$ cat config.mk
export PLATFORM = sky130hd
export DESIGN_NAME = rvqdm_ctrl
export DESIGN_NICKNAME = d
export VERILOG_FILES = /design/src/rtl/rvqdm_pkg.sv /design/src/rtl/rvqdm_ctrl.sv
export VERILOG_INCLUDE_DIRS = /design/src /design/src/rtl
export SDC_FILE = /design/constraint.sdc
export NUM_CORES = 1
export LEC_CHECK = 0
export BUFFER_PORTS_ARGS = -buffer_cell sky130_fd_sc_hd__clkbuf_2
export CAP_MARGIN = 20
export CELL_PAD_IN_SITES_DETAIL_PLACEMENT = 0
export CELL_PAD_IN_SITES_GLOBAL_PLACEMENT = 1
export CORE_MARGIN = 4
export CORE_UTILIZATION = 41
export CTS_CLUSTER_DIAMETER = 30
export DETAILED_ROUTE_END_ITERATION = 8
export GPL_ROUTABILITY_DRIVEN = 0
export PLACE_DENSITY = 0.8
export SLEW_MARGIN = 15
export SYNTH_ARGS = -nofsm -noshare
export SYNTH_HDL_FRONTEND = slang
export SYNTH_SLANG_ARGS = --single-unit
$ cat constraint.sdc
create_clock -name clk_i -period 4.54 [get_ports clk_i]
set_clock_uncertainty 0.15 [all_clocks]
set_input_delay 0.908 -clock clk_i [delete_from_list [all_inputs] [get_ports clk_i]]
set_output_delay 0.908 -clock clk_i [all_outputs]
set_load 0.02 [all_outputs]
$ cat src/rtl/rvq_dequant_matvec_defines.svh
// Assertion macros used by the controller, rvqdm_ctrl.
// Depends on nothing; the asserting modules supply clk_i and rst_ni.
`ifndef RVQ_DEQUANT_MATVEC_DEFINES_SVH
`define RVQ_DEQUANT_MATVEC_DEFINES_SVH
`ifndef SYNTHESIS
`define RVQDM_ASSERT(lbl, cond) \
  lbl: assert property (@(posedge clk_i) disable iff (!rst_ni) (cond)) \
    else $error("rvqdm check failed");
`define RVQDM_ASSERT_IMP(lbl, ante, cons) \
  lbl: assert property (@(posedge clk_i) disable iff (!rst_ni) (ante) |-> (cons)) \
    else $error("rvqdm check failed");
`define RVQDM_ASSERT_NXT(lbl, ante, cons) \
  lbl: assert property (@(posedge clk_i) disable iff (!rst_ni) (ante) |=> (cons)) \
    else $error("rvqdm check failed");
`else
`define RVQDM_ASSERT(lbl, cond)
`define RVQDM_ASSERT_IMP(lbl, ante, cons)
`define RVQDM_ASSERT_NXT(lbl, ante, cons)
`endif
`endif

$ cat src/rtl/rvqdm_pkg.sv
// Shared constants, codes and control/status types of the RVQ dequant matvec.
// Used by the controller, the datapath and the top level.
package rvqdm_pkg;

  localparam int unsigned CODES      = 256;
  localparam int unsigned MAX_IN     = 1024;
  localparam int unsigned MAX_GROUP  = 8;
  localparam int unsigned MAX_STAGES = 3;
  localparam int unsigned MAX_COLS   = 4;

  localparam int unsigned POS_W = 14;
  localparam int unsigned CB_AW = 13;
  localparam int unsigned ACT_AW = 12;

  localparam logic [1:0] OP_LOAD_CB  = 2'd0;
  localparam logic [1:0] OP_LOAD_ACT = 2'd1;
  localparam logic [1:0] OP_GROUP    = 2'd2;

  localparam logic [1:0] CFG_GROUP_SIZE   = 2'd0;
  localparam logic [1:0] CFG_STAGE_COUNT  = 2'd1;
  localparam logic [1:0] CFG_COLUMN_COUNT = 2'd2;

  // Float operation requested of the datapath
  typedef enum logic [2:0] {
    FOP_NONE,
    FOP_WADD,
    FOP_SCALE,
    FOP_MUL,
    FOP_ACC
  } fop_e;

  typedef struct packed {
    logic       cb_rd;
    logic       act_rd;
    fop_e       fop;
    logic       w_clr;
    logic       emit;
    logic       last;
    logic       sum_clr;
    logic [1:0] st;
    logic [2:0] e;
    logic [1:0] col;
  } dp_cmd_t;

  typedef struct packed {
    logic [3:0] g;
    logic [1:0] s;
    logic [2:0] n;
    logic       pos_ok;
    logic       row_end;
    logic       fp_done;
  } dp_stat_t;

endpackage

$ cat src/rtl/rvqdm_ctrl.sv
// Controller: sequences elements, stages and columns of a group beat.
// Uses rvqdm_pkg types and the assertion macros header.
`include "rvq_dequant_matvec_defines.svh"
module rvqdm_ctrl
  import rvqdm_pkg::*;
(
  input  logic     clk_i,
  input  logic     rst_ni,
  input  logic     accept_i,
  input  logic [1:0] opcode_i,
  input  dp_stat_t stat_i,
  output dp_cmd_t  cmd_o,
  output logic     busy_o
);

  typedef enum logic [3:0] {
    S_IDLE, S_ELEM, S_CBRD, S_CBADD, S_CBWAIT, S_SCALE, S_SCWAIT,
    S_ACTRD, S_MUL, S_MULWAIT, S_ADD, S_ACCWAIT, S_EMIT
  } state_e;

  state_e     state_q;
  logic [3:0] e_q;
  logic [1:0] st_q;
  logic [2:0] c_q;

  // Hold state and counters
  always_ff @(posedge clk_i or negedge rst_ni) begin
    if (!rst_ni) begin
      state_q <= S_IDLE;
      e_q <= 4'd0;
      st_q <= 2'd0;
      c_q <= 3'd0;
    end else begin
      unique case (state_q)
        S_IDLE: begin
          e_q <= 4'd0;
          if (accept_i && (opcode_i == OP_GROUP)) state_q <= S_ELEM;
        end
        S_ELEM: begin
          c_q <= 3'd0;
          st_q <= 2'd0;
          if (e_q >= stat_i.g) state_q <= stat_i.row_end ? S_EMIT : S_IDLE;
          else if (!stat_i.pos_ok) e_q <= e_q + 4'd1;
          else state_q <= (stat_i.s == 2'd0) ? S_SCALE : S_CBRD;
        end
        S_CBRD:  state_q <= S_CBADD;
        S_CBADD: state_q <= S_CBWAIT;
        S_CBWAIT: begin
          if (stat_i.fp_done) begin
            if (({1'b0, st_q} + 3'd1) < {1'b0, stat_i.s}) begin
              st_q <= st_q + 2'd1;
              state_q <= S_CBRD;
            end else begin
              state_q <= S_SCALE;
            end
          end
        end
        S_SCALE: state_q <= S_SCWAIT;
        S_SCWAIT: if (stat_i.fp_done) state_q <= S_ACTRD;
        S_ACTRD: begin
          if (c_q >= stat_i.n) begin
            e_q <= e_q + 4'd1;
            state_q <= S_ELEM;
          end else begin
            state_q <= S_MUL;
          end
        end
        S_MUL: state_q <= S_MULWAIT;
        S_MULWAIT: if (stat_i.fp_done) state_q <= S_ADD;
        S_ADD: state_q <= S_ACCWAIT;
        S_ACCWAIT: begin
          if (stat_i.fp_done) begin
            c_q <= c_q + 3'd1;
            state_q <= S_ACTRD;
          end
        end
        S_EMIT: begin
          if ((c_q + 3'd1) >= stat_i.n) state_q <= S_IDLE;
          else c_q <= c_q + 3'd1;
        end
        default: state_q <= S_IDLE;
      endcase
    end
  end

  // Decode commands for the datapath
  always_comb begin
    cmd_o = '0;
    cmd_o.fop = FOP_NONE;
    cmd_o.st = st_q;
    cmd_o.e = e_q[2:0];
    cmd_o.col = c_q[1:0];
    unique case (state_q)
      S_ELEM:  cmd_o.w_clr = (e_q < stat_i.g) && stat_i.pos_ok;
      S_CBRD:  cmd_o.cb_rd = 1'b1;
      S_CBADD: cmd_o.fop = FOP_WADD;
      S_SCALE: cmd_o.fop = FOP_SCALE;
      S_ACTRD: cmd_o.act_rd = (c_q < stat_i.n);
      S_MUL:   cmd_o.fop = FOP_MUL;
      S_ADD:   cmd_o.fop = FOP_ACC;
      S_EMIT: begin
        cmd_o.emit = (c_q < stat_i.n);
        cmd_o.last = ((c_q + 3'd1) == stat_i.n);
        cmd_o.sum_clr = ((c_q + 3'd1) >= stat_i.n);
      end
      default: ;
    endcase
  end

  assign busy_o = (state_q != S_IDLE);

  `RVQDM_ASSERT_IMP(a_done_in_wait, stat_i.fp_done, (state_q == S_CBWAIT || state_q == S_SCWAIT || state_q == S_MULWAIT || state_q == S_ACCWAIT))
  `RVQDM_ASSERT_IMP(a_emit_in_range, cmd_o.emit, c_q < stat_i.n)
  `RVQDM_ASSERT_NXT(a_group_starts, accept_i && opcode_i == OP_GROUP, state_q == S_ELEM)
  `RVQDM_ASSERT(a_no_accept_busy, !(accept_i && busy_o))

endmodule

# Word level (Yosys, flattened, before mapping)
# Cells that the tools add are included.
# Widths: inputs -> output; s select.
dict set report word_totals {
  input_bits 17
  output_inout_bits 17
  regBits 13
  elab_cells 80
}
dict set report op_classes {
  reduce_logical 13
  addsub 4
  n_eq_ne 26
  mux 27
  magnitude_cmp 6
}
# cell count
set op_table {}
lappend op_table {{$mux 4} 12}
lappend op_table {{$pmux 4 s12} 1}
lappend op_table {{$eq 4x4->1 const B} 5}
lappend op_table {{$ne 2x2->1 const B} 10}
lappend op_table {{$eq 4x3->1 const B} 4}
lappend op_table {{$mux 3} 5}
lappend op_table {{$pmux 3 s4} 1}
lappend op_table {{$pmux 4 s3} 1}
lappend op_table {{$pmux 3 s3} 1}
lappend op_table {{$eq 4x2->1 const B} 2}
lappend op_table {{$ge 3x3->1} 2}
lappend op_table {{$reduce_and 3->1} 2}
lappend op_table {{$reduce_and 6->1} 1}
lappend op_table {{$reduce_bool 3->1} 2}
lappend op_table {{$add 4x1->4 const B} 1}
lappend op_table {{$eq 4x1->1 const B} 1}
lappend op_table {{$ge 4x4->1} 1}
lappend op_table {{$logic_not 4->1} 1}
lappend op_table {{$lt 4x4->1} 1}
lappend op_table {{$mux 2} 2}
lappend op_table {{$pmux 2 s2} 1}
lappend op_table {{$reduce_and 4->1} 1}
lappend op_table {{$reduce_bool 4->1} 1}
lappend op_table {{$add 2x1->3 const B} 1}
lappend op_table {{other kinds (13)} 16}

# Depth between registers and ports, before layout
# Gate-level depths: netlist (run 1).
dict set report depth {
  depth_word 5
  ltp_mapped 9
  mapped_depth_nobuf 9
}

# Least setup slack after synthesis (run 1)
# OpenSTA, ideal clock, no wires.
dict set report synth_path {
  path_kind {input to output}
  startpoint {input stat_i[4] in the netlist's numbering}
  endpoint {output cmd_o[14] in the netlist's numbering}
  arrival_ns 2.023
  cell_stages 6
  n_path_buf 0
  slack_ns 1.459
  required_ns 3.482
  cell_sequence {inv_1 ha_1 nor2b_1 o21ai_0 nand2b_1 nor3_1}
}
# item line
set synth_rtl {}
lappend synth_rtl {{start, declared} rvqdm_ctrl.sv:11} ;# input dp_stat_t stat_i,
lappend synth_rtl {{end, declared} rvqdm_ctrl.sv:12} ;# output dp_cmd_t cmd_o,

==> summary.md, run 1 <==
| Metric | Value |
|---|---|
| Combinational power share | `0.613` |
| Cell Chain, Critical Path | `clkbuf_2 -> inv_1 -> ha_1 -> nor2b_1 -> o31ai_1 -> and3_1 -> clkbuf_2` |
| Synth Register Bits | `13` |
| I/O pin count | `34` |
| # setup viols final | `0` |
| Most common cell in the synthesized netlist | `nand2_1` |
| Sequential fraction of design power | `0.308` |
| CTS Root Cell | `clkbuf_4` |
| Drt wl/cell | `13.19 um` |
| H-tree depth | `1` |
| Worst Tran Pin Value | `729.1 ps` |
| Clk buf depth | `2` |
| Internal power | `0.4125 mW` |
| Critical path fanouts, max | `3` |
| Critical Path Max Stage Delay | `330 ps` |
| Cell mode on critical path | `clkbuf_2` |
| Clock latency on the worst-skew pair | `260 ps` |
| Starting Density | `0.4339` |
| Prevailing post-synth register cell | `dfrtp_1` |
| Die X | `65.31 um` |
| Clock Sinks | `13` |
| Leakage power | `0.7544 nW` |
| Hold Fails Final Rpt | `0` |
| Post-route clock period utilization | `0.7074` |
| Required time of the worst setup path | `3480 ps` |
| Syn Std Cell Area | `1346 sq um` |
| Die height | `65.31 um` |
| Cts repair resizes | `0` |
| Hpwl dp | `2490 um` |
| Row count | `20` |
| CTS tree | `built` |
| Max Cap Viol | `0` |
| WL final | `3113 um` |
| DRC viols | `0` |
| Vias post-DR | `1281` |
| Achievable Freq | `0.3114 GHz` |
| Crit path launch type | `input port` |
| Area Overhead vs Synth | `12.83%` |
| Power Density | `566.8 nW/um^2` |
| Largest net degree at the start of global routing | `27` |
| Asr flop ratio synth | `1.000` |
| RSZ-0062 raised after global routing | `no` |
| Design Area, Final | `1519 sq um` |
| Gr ovfl total | `0` |
| Number of global-route vias before repair | `1173` |
| Hold Buf Count CTS | `0` |
| Yosys warning count | `0` |
| Initial antenna violation count | `0` |
| Syn Inst Count | `169` |
| Most instantiated cells after synthesis | `14 x nand2_1, 13 x dfrtp_1, 13 x ha_1, 13 x nor2_1, 12 x inv_1` |
| Power, Total | `0.8610 mW` |
| Syn Nets | `200` |
| Setup_tns | `0 ps` |
| Die area | `4265 sq um` |
| Area leader, netlist | `dfrtp_1` |
| First-pass GRT wire length | `5264 um` |
| Core box area | `3103 sq um` |
| Max-slew violations | `0` |
| CTS buffer count | `3` |
| Min-Delay Path Class | `in -> async` |
| Final worst slack | `1328 ps` |
| Yosys top cell area share | `0.2416` |
| Number of distinct library cells after synthesis | `45` |
| Total GRT Usage | `0.1518` |
| Clock share of power | `0.079` |
| Max rail drop VDD | `0.2122 mV` |
| Seq/Total Area, Yosys | `0.2416` |
| Syn avg cell area | `7.966 sq um` |
| Place WS | `1325 ps` |
| Placed instance area | `1493 sq um` |
| Starting DRT DRC Count | `65` |
| Worst-path clk slew | `80 ps` |
| Post-route ant nets | `0` |
| Crit-path slowest cell | `o31ai_1` |
| NetSw | `0.4485 mW` |
| Share of cells above drive strength 1 | `0.1927` |
| Worst setup EP type | `primary output` |
| Net Sw Frac | `0.5209` |
| WHS | `374.9 ps` |
| Post-CTS Setup Bufs | `0` |
| Critical path arrival | `2150 ps` |
| Port buffer count | `33` |
| Crit path kind | `in -> out` |
| Max-slew headroom | `0.5140` |
| Buf/Inv on CP | `3` |
| Crit path max-delay family | `simple AND/OR/NAND/NOR gates` |
| Fin nets | `224` |
| Number of synthesized flops with an enable pin | `0` |
| Ant. Diodes | `0` |
| Outcome | `finished, final reports clean` |
| Drt pass-1 iters | `4` |
| Post-route minimum period | `3212 ps` |
| Vias/cell | `5.428` |
| Synth area leaders | `dfrtp_1 24%, ha_1 12%, nand2_1 3.9%, nand2b_1 3.7%, nor2b_1 3.7%` |
-- state kept, by name (all words and copies together), names as in the netlist --
register / count
c_q: 3
e_q: 4
st_q: 2
state_q: 4
-- cell usage in the layout, fill, tap and decap left out, types with 8 or more instances in the layout --
cell type / count
nand2_1: 14
o21ai_0: 8
nor2b_1: 8
dfrtp_1: 13
a21oi_1: 8
clkbuf_2: 33
nor2_1: 13
nand2b_1: 8
inv_1: 12
ha_1: 13
-- per-layer routing --
metal	global-route usage	wire length [um]
met4	0.03109	0
met1	0.2104	1481
met3	0.01538	134
met2	0.2554	1497
met5	0	0
-- worst reg2reg max path: cells and delay by family, from the launching register on --
family | cells | cell delay [ps]
AO/OA/AOI/OAI | 3 | 540
XOR/XNOR | 1 | 170
adder cells (fa/ha/maj) | 2 | 560
flip-flops | 1 | 460
multiplexers | 1 | 120
AND/OR/NAND/NOR | 2 | 460
-- cell type report --
type | count | area [sq um]
Fill cell | 334 | 1584
Multi-Input combinational cell | 130 | 902.1
Sequential cell | 13 | 325.3
Timing Repair Buffer | 33 | 165.2
Tap cell | 44 | 55.05
Inverter | 12 | 45.04
Clock buffer | 4 | 26.28
-- kinds of logic (layout without fill, tap and decap cells) --
group           Yosys count  after routing  share of synthesized area
flops                    13             13                     0.2416
simple gates             62             62                     0.2379
fa+ha+maj                14             14                     0.1357
buf+inv                  26             49                    0.08829
xor+xnor                  5              5                    0.03253
mux                       5              5                    0.03810
compound gates           44             44                     0.2258
-- per-stage QoR --
| stage | utilization | cells |
|---|---|---|
| 2_1_floorplan | - | 169 |
| 3_3_place_gp | 0.4810 | 232 |
| 3_5_place_dp | 0.4810 | 232 |
| 4_1_cts | 0.4895 | 236 |
| 5_1_grt | 0.4895 | 236 |
| 6_report | 0.4895 | 236 |
-- power groups by stage --
stage          combinational (mW)  clock [mW]  sequential, mW
4_1_cts                     0.529      0.0709           0.263
3_5_place_dp                0.526           0           0.266
3_3_place_gp                0.512           0           0.261
6_report                    0.528      0.0679           0.265
5_1_grt                     0.596      0.0768           0.282
2_1_floorplan               0.489           0           0.189
-- path summary, 6_finish.rpt --
| kind | startpoint | end | slack, ps | cells past startpoint |
|---|---|---|---|---|
| worst max-delay path | stat_i[9] | cmd_o[10] | 1330 | 7 |
| worst min-delay path | rst_ni | state_q[0] | 370 | 1 |
| worst max register to register | c_q[0] | c_q[2] | 1960 | 9 |
| worst min register to register | c_q[2] | c_q[2] | 390 | 1 |
| max in group asynchronous | rst_ni | state_q[3] | 3620 | 1 |
| min in group clk_i | c_q[2] | c_q[2] | 390 | 1 |
Power figures use the tool's default switching activity.
==> run 2, diff against run 1 <==
--- a/config.mk
+++ b/config.mk
@@ -11,11 +11,11 @@
 export CELL_PAD_IN_SITES_DETAIL_PLACEMENT = 0
 export CELL_PAD_IN_SITES_GLOBAL_PLACEMENT = 1
 export CORE_MARGIN = 4
-export CORE_UTILIZATION = 41
+export CORE_UTILIZATION = 38
 export CTS_CLUSTER_DIAMETER = 30
 export DETAILED_ROUTE_END_ITERATION = 8
 export GPL_ROUTABILITY_DRIVEN = 0
-export PLACE_DENSITY = 0.8
+export PLACE_DENSITY = 0.75
 export SLEW_MARGIN = 15
 export SYNTH_ARGS = -nofsm -noshare
 export SYNTH_HDL_FRONTEND = slang
==> constraint.sdc (replaced) <==
create_clock -name clk_i -period 3.28 [get_ports clk_i]
set_clock_uncertainty 0.15 [all_clocks]
set_input_delay 0.656 -clock clk_i [delete_from_list [all_inputs] [get_ports clk_i]]
set_output_delay 0.656 -clock clk_i [all_outputs]
set_load 0.02 [all_outputs]
==> run 2 against run 1 <==
  * Non-clock buffer count rose by 4
  * Register-to-register slack worse by 1200 ps
  * Count of clock-buffer cells in the layout down 1
  * Highest routed layer is now met4
==> summary.md, run 2 (synthesis gave the netlist of run 1 again) <==
| Metric | Value |
|---|---|
| Clk buf depth | `2 (unchanged)` |
| Die area | `4559 sq um (was 4265 sq um)` |
| Fin cells | `242 (was 236)` |
| Die X | `67.52 um (was 65.31 um)` |
| Max-slew headroom | `0.5761 (was 0.5140)` |
| R2R setup slack | `780 ps (was 1960 ps)` |
| Clock latency on the worst-skew pair | `280 ps (was 260 ps)` |
| Uppermost layer routed | `met4 (was met3)` |
| Post-CTS Setup Bufs | `0 (unchanged)` |
| CTS buffer count | `3 (unchanged)` |
| Worst setup EP type | `primary output (unchanged)` |
| Fin nets | `228 (was 224)` |
| Core box area | `3390 sq um (was 3103 sq um)` |
| Met3 wire length | `119 um (was 134 um)` |
| Crit-path slowest cell | `dfrtp_1 (was o31ai_1)` |
| Setup_tns | `0 ps (unchanged)` |
| Area of the multi-input gates | `902.1 sq um (unchanged)` |
| Vias post-DR | `1291 (was 1281)` |
| H-tree depth | `1 (unchanged)` |
| Leakage power | `0.7775 nW (was 0.7544 nW)` |
| Critical path arrival | `2090 ps (was 2150 ps)` |
| Most frequent cells in the layout | `33 x clkbuf_2, 14 x nand2_1, 13 x nor2_1, 13 x ha_1, 13 x dfrtp_1 (unchanged)` |
| Util after Layout | `0.4581 (was 0.4895)` |
| Met2 wire length | `1617 um (was 1497 um)` |
| Register area | `325.3 sq um (unchanged)` |
| Buf/Inv on CP | `1 (was 3)` |
| CTS tree | `built (unchanged)` |
| Cell mode on critical path | `ha_1 (was clkbuf_2)` |
| First-pass GRT wire length | `5347 um (was 5264 um)` |
| RSZ-0062 raised after global routing | `no (unchanged)` |
| Post-route ant nets | `0 (unchanged)` |
| Hold Fails Final Rpt | `0 (unchanged)` |
| DRC viols | `0 (unchanged)` |
| Worst Tran Pin Value | `630.0 ps (was 729.1 ps)` |
| CTS Root Cell | `clkbuf_4 (unchanged)` |
| Most common cell after layout, fill and taps aside | `clkbuf_2 (unchanged)` |
| Fill cells | `355 (was 334)` |
| Placed cell count | `238 (was 232)` |
| Max-slew violations | `0 (unchanged)` |
| Vias/cell | `5.335 (was 5.428)` |
| Top Registers | `e_q: 4 flops, state_q: 4 flops, c_q: 3 flops (unchanged)` |
| Initial antenna violation count | `0 (unchanged)` |
| Outcome | `finished, final reports clean (unchanged)` |
| Post-route minimum period | `2895 ps` |
| Starting DRT DRC Count | `45 (was 65)` |
| Total GRT Usage | `0.1531 (was 0.1518)` |
| Achievable Freq | `0.3454 GHz` |
| Largest net degree at the start of global routing | `26 (was 27)` |
| Cts repair resizes | `0 (unchanged)` |
| Crit path max-delay family | `adder cells (was simple AND/OR/NAND/NOR gates)` |
| Gr ovfl total | `0 (unchanged)` |
| Crit path launch type | `flip-flop (was input port)` |
| Worst-path clk slew | `90 ps (was 80 ps)` |
| Met1 WL | `1467 um (was 1481 um)` |
| Drt wl/cell | `13.34 um (was 13.19 um)` |
| Crit path kind | `reg -> out (was in -> out)` |
| Max rail drop VDD | `0.2988 mV (was 0.2122 mV)` |
| Required time of the worst setup path | `2470 ps (was 3480 ps)` |
| Starting Density | `0.3972 (was 0.4339)` |
| Clock Sinks | `13 (unchanged)` |
| Min-Delay Path Class | `in -> async (unchanged)` |
| Row count | `21 (was 20)` |
| Drt pass-1 iters | `4 (unchanged)` |
| # setup viols final | `0 (unchanged)` |
| Hpwl dp | `2605 um (was 2490 um)` |
| Post-route clock period utilization | `0.8828` |
| Ant. Diodes | `0 (unchanged)` |
| Cell Chain, Critical Path | `ha_1 -> xor2_1 -> ha_1 -> a21o_1 -> a31oi_1 -> nor2_1 -> clkbuf_2 (was clkbuf_2 -> inv_1 -> ha_1 -> nor2b_1 -> o31ai_1 -> and3_1 -> clkbuf_2)` |
| Critical path fanouts, max | `6 (was 3)` |
| I/O pin count | `34 (unchanged)` |
| Max Cap Viol | `0 (unchanged)` |
| Critical Path Max Stage Delay | `460 ps (was 330 ps)` |
| Area Overhead vs Synth | `15.33% (was 12.83%)` |
| Port buffer count | `33 (unchanged)` |
| Power Density | `794.6 nW/um^2 (was 566.8 nW/um^2)` |
| Hold Buf Count CTS | `0 (unchanged)` |
| WL final | `3229 um (was 3113 um)` |
| Share of cells above drive strength 1 | `0.2143 (was 0.1927)` |
| Number of global-route vias before repair | `1187 (was 1173)` |
| Die height | `67.52 um (was 65.31 um)` |
==> run 2: final cells by class <==
cell class                      count  area share
Inverter                           12     0.02901
Sequential cell                    13      0.2095
Clock inverter                      1    0.003223
Clock buffer                        3     0.01450
Timing Repair Buffer               37      0.1257
Multi-Input combinational cell    130      0.5810
Tap cell                           46     0.03707
==> run 2: path summary, 6_finish.rpt <==
path                       startpoint  endpoint  cells past startpoint
max                            c_q[0]  cmd_o[7]                      7
min                            rst_ni    e_q[1]                      1
max reg2reg                    c_q[0]    c_q[2]                      9
min reg2reg                    c_q[2]    c_q[2]                      1
max in group asynchronous      rst_ni    e_q[2]                      1
min in group clk_i             c_q[2]    c_q[2]                      1
==> run 2: per-stage QoR <==
step	power [mW]	hold WS (ps)	cell area, sq um	setup slack [ps]
after detailed placement	1.140	376.4	1525	602.7
after global placement	1.118	364.0	1525	638.8
after global routing	1.374	108.1	1553	251.6
after CTS	1.248	109.8	1553	349.1
final	1.234	106.7	1553	384.5
after floorplan	0.9394	210.4	1346	703.0
==> run 2: power breakdown <==
part	switching [mW]	internal (mW)	leakage, nW	total, mW
Sequential	0.0413	0.209	0.175	0.250
Combinational	0.539	0.346	0.585	0.885
Clock	0.0535	0.0452	0.0177	0.0986
==> run 2: layer usage <==
metal,track usage,vias to the layer above
li1,-,657
met1,0.1955,606
met2,0.2625,26
met3,0.01664,2
met4,0.05823,0
met5,0,-
==> run 3, diff against run 2 <==
--- a/config.mk
+++ b/config.mk
@@ -6,16 +6,16 @@
 export SDC_FILE = /design/constraint.sdc
 export NUM_CORES = 1
 export LEC_CHECK = 0
-export BUFFER_PORTS_ARGS = -buffer_cell sky130_fd_sc_hd__clkbuf_2
 export CAP_MARGIN = 20
 export CELL_PAD_IN_SITES_DETAIL_PLACEMENT = 0
 export CELL_PAD_IN_SITES_GLOBAL_PLACEMENT = 1
 export CORE_MARGIN = 4
-export CORE_UTILIZATION = 38
+export CORE_UTILIZATION = 45
 export CTS_CLUSTER_DIAMETER = 30
 export DETAILED_ROUTE_END_ITERATION = 8
+export DONT_BUFFER_PORTS = 1
 export GPL_ROUTABILITY_DRIVEN = 0
-export PLACE_DENSITY = 0.75
+export PLACE_DENSITY = 0.74
 export SLEW_MARGIN = 15
 export SYNTH_ARGS = -nofsm -noshare
 export SYNTH_HDL_FRONTEND = slang
==> run 3 against run 2 <==
  * Fmax shrank 1.7%
  * Total power is 4.4% lower
  * Count of clock-buffer cells in the layout increased by 1
  * Combinational power shrank 12%
  * Sequential share of layout area grew 2.4 points
  * Critical path depth shrank 1
  * First-iteration DRC count grew 49%
  * Sequential power is 18% higher
  * Worst hold slack better by 270 ps
  * Non-clock buffer count fell by 30
  * Largest cell class unchanged
==> summary.md, run 3 (synthesis gave the netlist of run 1 again) <==
| Metric | Value |
|---|---|
| Outcome | `finished, final reports clean (unchanged)` |
| Achievable Freq | `0.3396 GHz (was 0.3454 GHz)` |
| Top Registers | `e_q: 4 flops, state_q: 4 flops, c_q: 3 flops (unchanged)` |
| Post-route clock period utilization | `0.8978 (was 0.8828)` |
| Share of cells above drive strength 1 | `0.06024 (was 0.2143)` |
| Port buffer count | `0 (was 33)` |
| Post-CTS Setup Bufs | `0 (unchanged)` |
| Worst setup EP type | `primary output (unchanged)` |
| CTS buffer count | `3 (unchanged)` |
| CTS Root Cell | `clkbuf_4 (unchanged)` |
| Starting DRT DRC Count | `67 (was 45)` |
| Hpwl dp | `2412 um (was 2605 um)` |
| Critical path fanouts, max | `6 (unchanged)` |
| H-tree depth | `1 (unchanged)` |
| Total GRT Usage | `0.1681 (was 0.1531)` |
| Critical path arrival | `2140 ps (was 2090 ps)` |
| Die area | `3931 sq um (was 4559 sq um)` |
| Die height | `62.70 um (was 67.52 um)` |
| Met3 wire length | `170 um (was 119 um)` |
| Post-route ant nets | `0 (unchanged)` |
| CTS tree | `built (unchanged)` |
| Clock latency on the worst-skew pair | `280 ps (about the same)` |
| Area Overhead vs Synth | `3.439% (was 15.33%)` |
| Met2 wire length | `1335 um (was 1617 um)` |
| Fill cells | `293 (was 355)` |
| Clock Sinks | `13 (unchanged)` |
| Required time of the worst setup path | `2470 ps (about the same)` |
| Most frequent cells in the layout | `14 x nand2_1, 13 x nor2_1, 13 x ha_1, 13 x dfrtp_1, 12 x inv_1 (was 33 x clkbuf_2, 14 x nand2_1, 13 x nor2_1, 13 x ha_1, 13 x dfrtp_1)` |
| Most common cell after layout, fill and taps aside | `nand2_1 (was clkbuf_2)` |
| RR Endpoint | `c_q[2] (unchanged)` |
| Placed instance area | `1356 sq um (was 1525 sq um)` |
| First-pass GRT wire length | `5388 um (was 5347 um)` |
| Starting Density | `0.4799 (was 0.3972)` |
| Leakage power | `0.6460 nW (was 0.7775 nW)` |
| Cts repair resizes | `0 (unchanged)` |
| Met1 WL | `1486 um (was 1467 um)` |
| RSZ-0062 raised after global routing | `no (unchanged)` |
| Post-route minimum period | `2945 ps (was 2895 ps)` |
| Hold Buf Count CTS | `1 (was 0)` |
| Vias/cell | `5.975 (was 5.335)` |
| Max Cap Viol | `0 (unchanged)` |
| Power, Total | `1.180 mW (was 1.234 mW)` |
| Setup_tns | `0 ps (unchanged)` |
| WL final | `3049 um (was 3229 um)` |
| R2R setup slack | `700 ps (was 780 ps)` |
| Initial antenna violation count | `0 (unchanged)` |
| Worst-path clk slew | `80 ps (was 90 ps)` |
| Hold Fails Final Rpt | `0 (unchanged)` |
| Worst Tran Pin Value | `716.3 ps (was 630.0 ps)` |
| Gr ovfl total | `0 (unchanged)` |
| Vias post-DR | `1177 (was 1291)` |
| I/O pin count | `34 (unchanged)` |
| Drt wl/cell | `15.48 um (was 13.34 um)` |
| Max-slew violations | `0 (unchanged)` |
| Min-Delay Path Class | `reg -> reg (was in -> async)` |
| Worst reg2reg path depth | `9 (unchanged)` |
| Clk buf depth | `2 (unchanged)` |
| RR Startpoint | `c_q[0] (unchanged)` |
| Max rail drop VDD | `0.3032 mV (was 0.2988 mV)` |
| Uppermost layer routed | `met4 (unchanged)` |
| Die X | `62.70 um (was 67.52 um)` |
| Max-slew headroom | `0.5180 (was 0.5761)` |
| Fin nets | `198 (was 228)` |
| Ant. Diodes | `0 (unchanged)` |
| Power Density | `847.3 nW/um^2 (was 794.6 nW/um^2)` |
| Design Area, Final | `1393 sq um (was 1553 sq um)` |
| Number of global-route vias before repair | `1141 (was 1187)` |
| CP Capture Point | `cmd_o[7] (unchanged)` |
| Critical path launch point | `c_q[0] (unchanged)` |
| Drt pass-1 iters | `4 (unchanged)` |
| Row count | `19 (was 21)` |
| DRC viols | `0 (unchanged)` |
| Largest net degree at the start of global routing | `26 (unchanged)` |
| Crit path kind | `reg -> out (unchanged)` |
| Core box area | `2805 sq um (was 3390 sq um)` |
| # setup viols final | `0 (unchanged)` |
| Crit path launch type | `flip-flop (unchanged)` |
[run 3: worst max-delay path, stage by stage, from the launching register on]
cell and delay [ps]:
dfrtp_1 510, ha_1 290, xor2_1 170, ha_1 310, a21o_1 160, a31oi_1 250
nor2_1 180
[run 3: worst min path at each step]
stage	startpoint	end	slack (ps)	depth (start not counted)
after floorplan	rst_ni	c_q[0]	210	0
after global placement	rst_ni	e_q[2]	210	0
after detailed placement	rst_ni	e_q[2]	210	0
after CTS	c_q[2]	c_q[2]	380	1
after global routing	c_q[2]	c_q[2]	390	1
final	c_q[2]	c_q[2]	370	1
[run 3: cell type report]
| type | count | area [sq um] | share of cell area |
|---|---|---|---|
| Sequential cell | 13 | 325.3 | 0.2336 |
| Clock buffer | 4 | 26.28 | 0.01887 |
| Timing Repair Buffer | 7 | 55.05 | 0.03953 |
| Inverter | 12 | 45.04 | 0.03234 |
| Tap cell | 31 | 38.79 | 0.02785 |
| Multi-Input combinational cell | 130 | 902.1 | 0.6478 |
[run 3: routing by layer]
layer  track usage  vias to the layer above
met5             0                        -
met4       0.07438                        0
met2        0.2557                       35
li1              -                      596
met3       0.04856                        4
met1        0.2195                      542
[run 3: per-stage QoR]
stage / hold slack, ps / cells / worst slack (ps) / util
after global placement: 210.7 / 192 / 656.8 / 0.4835
after floorplan: 210.4 / 169 / 703.0 / -
after detailed placement: 210.7 / 192 / 628.3 / 0.4835
final: 373.6 / 197 / 335.3 / 0.4964
after CTS: 376.6 / 197 / 310.4 / 0.4964
after global routing: 385.8 / 197 / 144.7 / 0.4964
[run 3: power breakdown]
group | internal, mW | switching, mW | leakage (nW)
Sequential | 0.208 | 0.0870 | 0.175
Combinational | 0.308 | 0.473 | 0.456
Clock | 0.0472 | 0.0573 | 0.0150
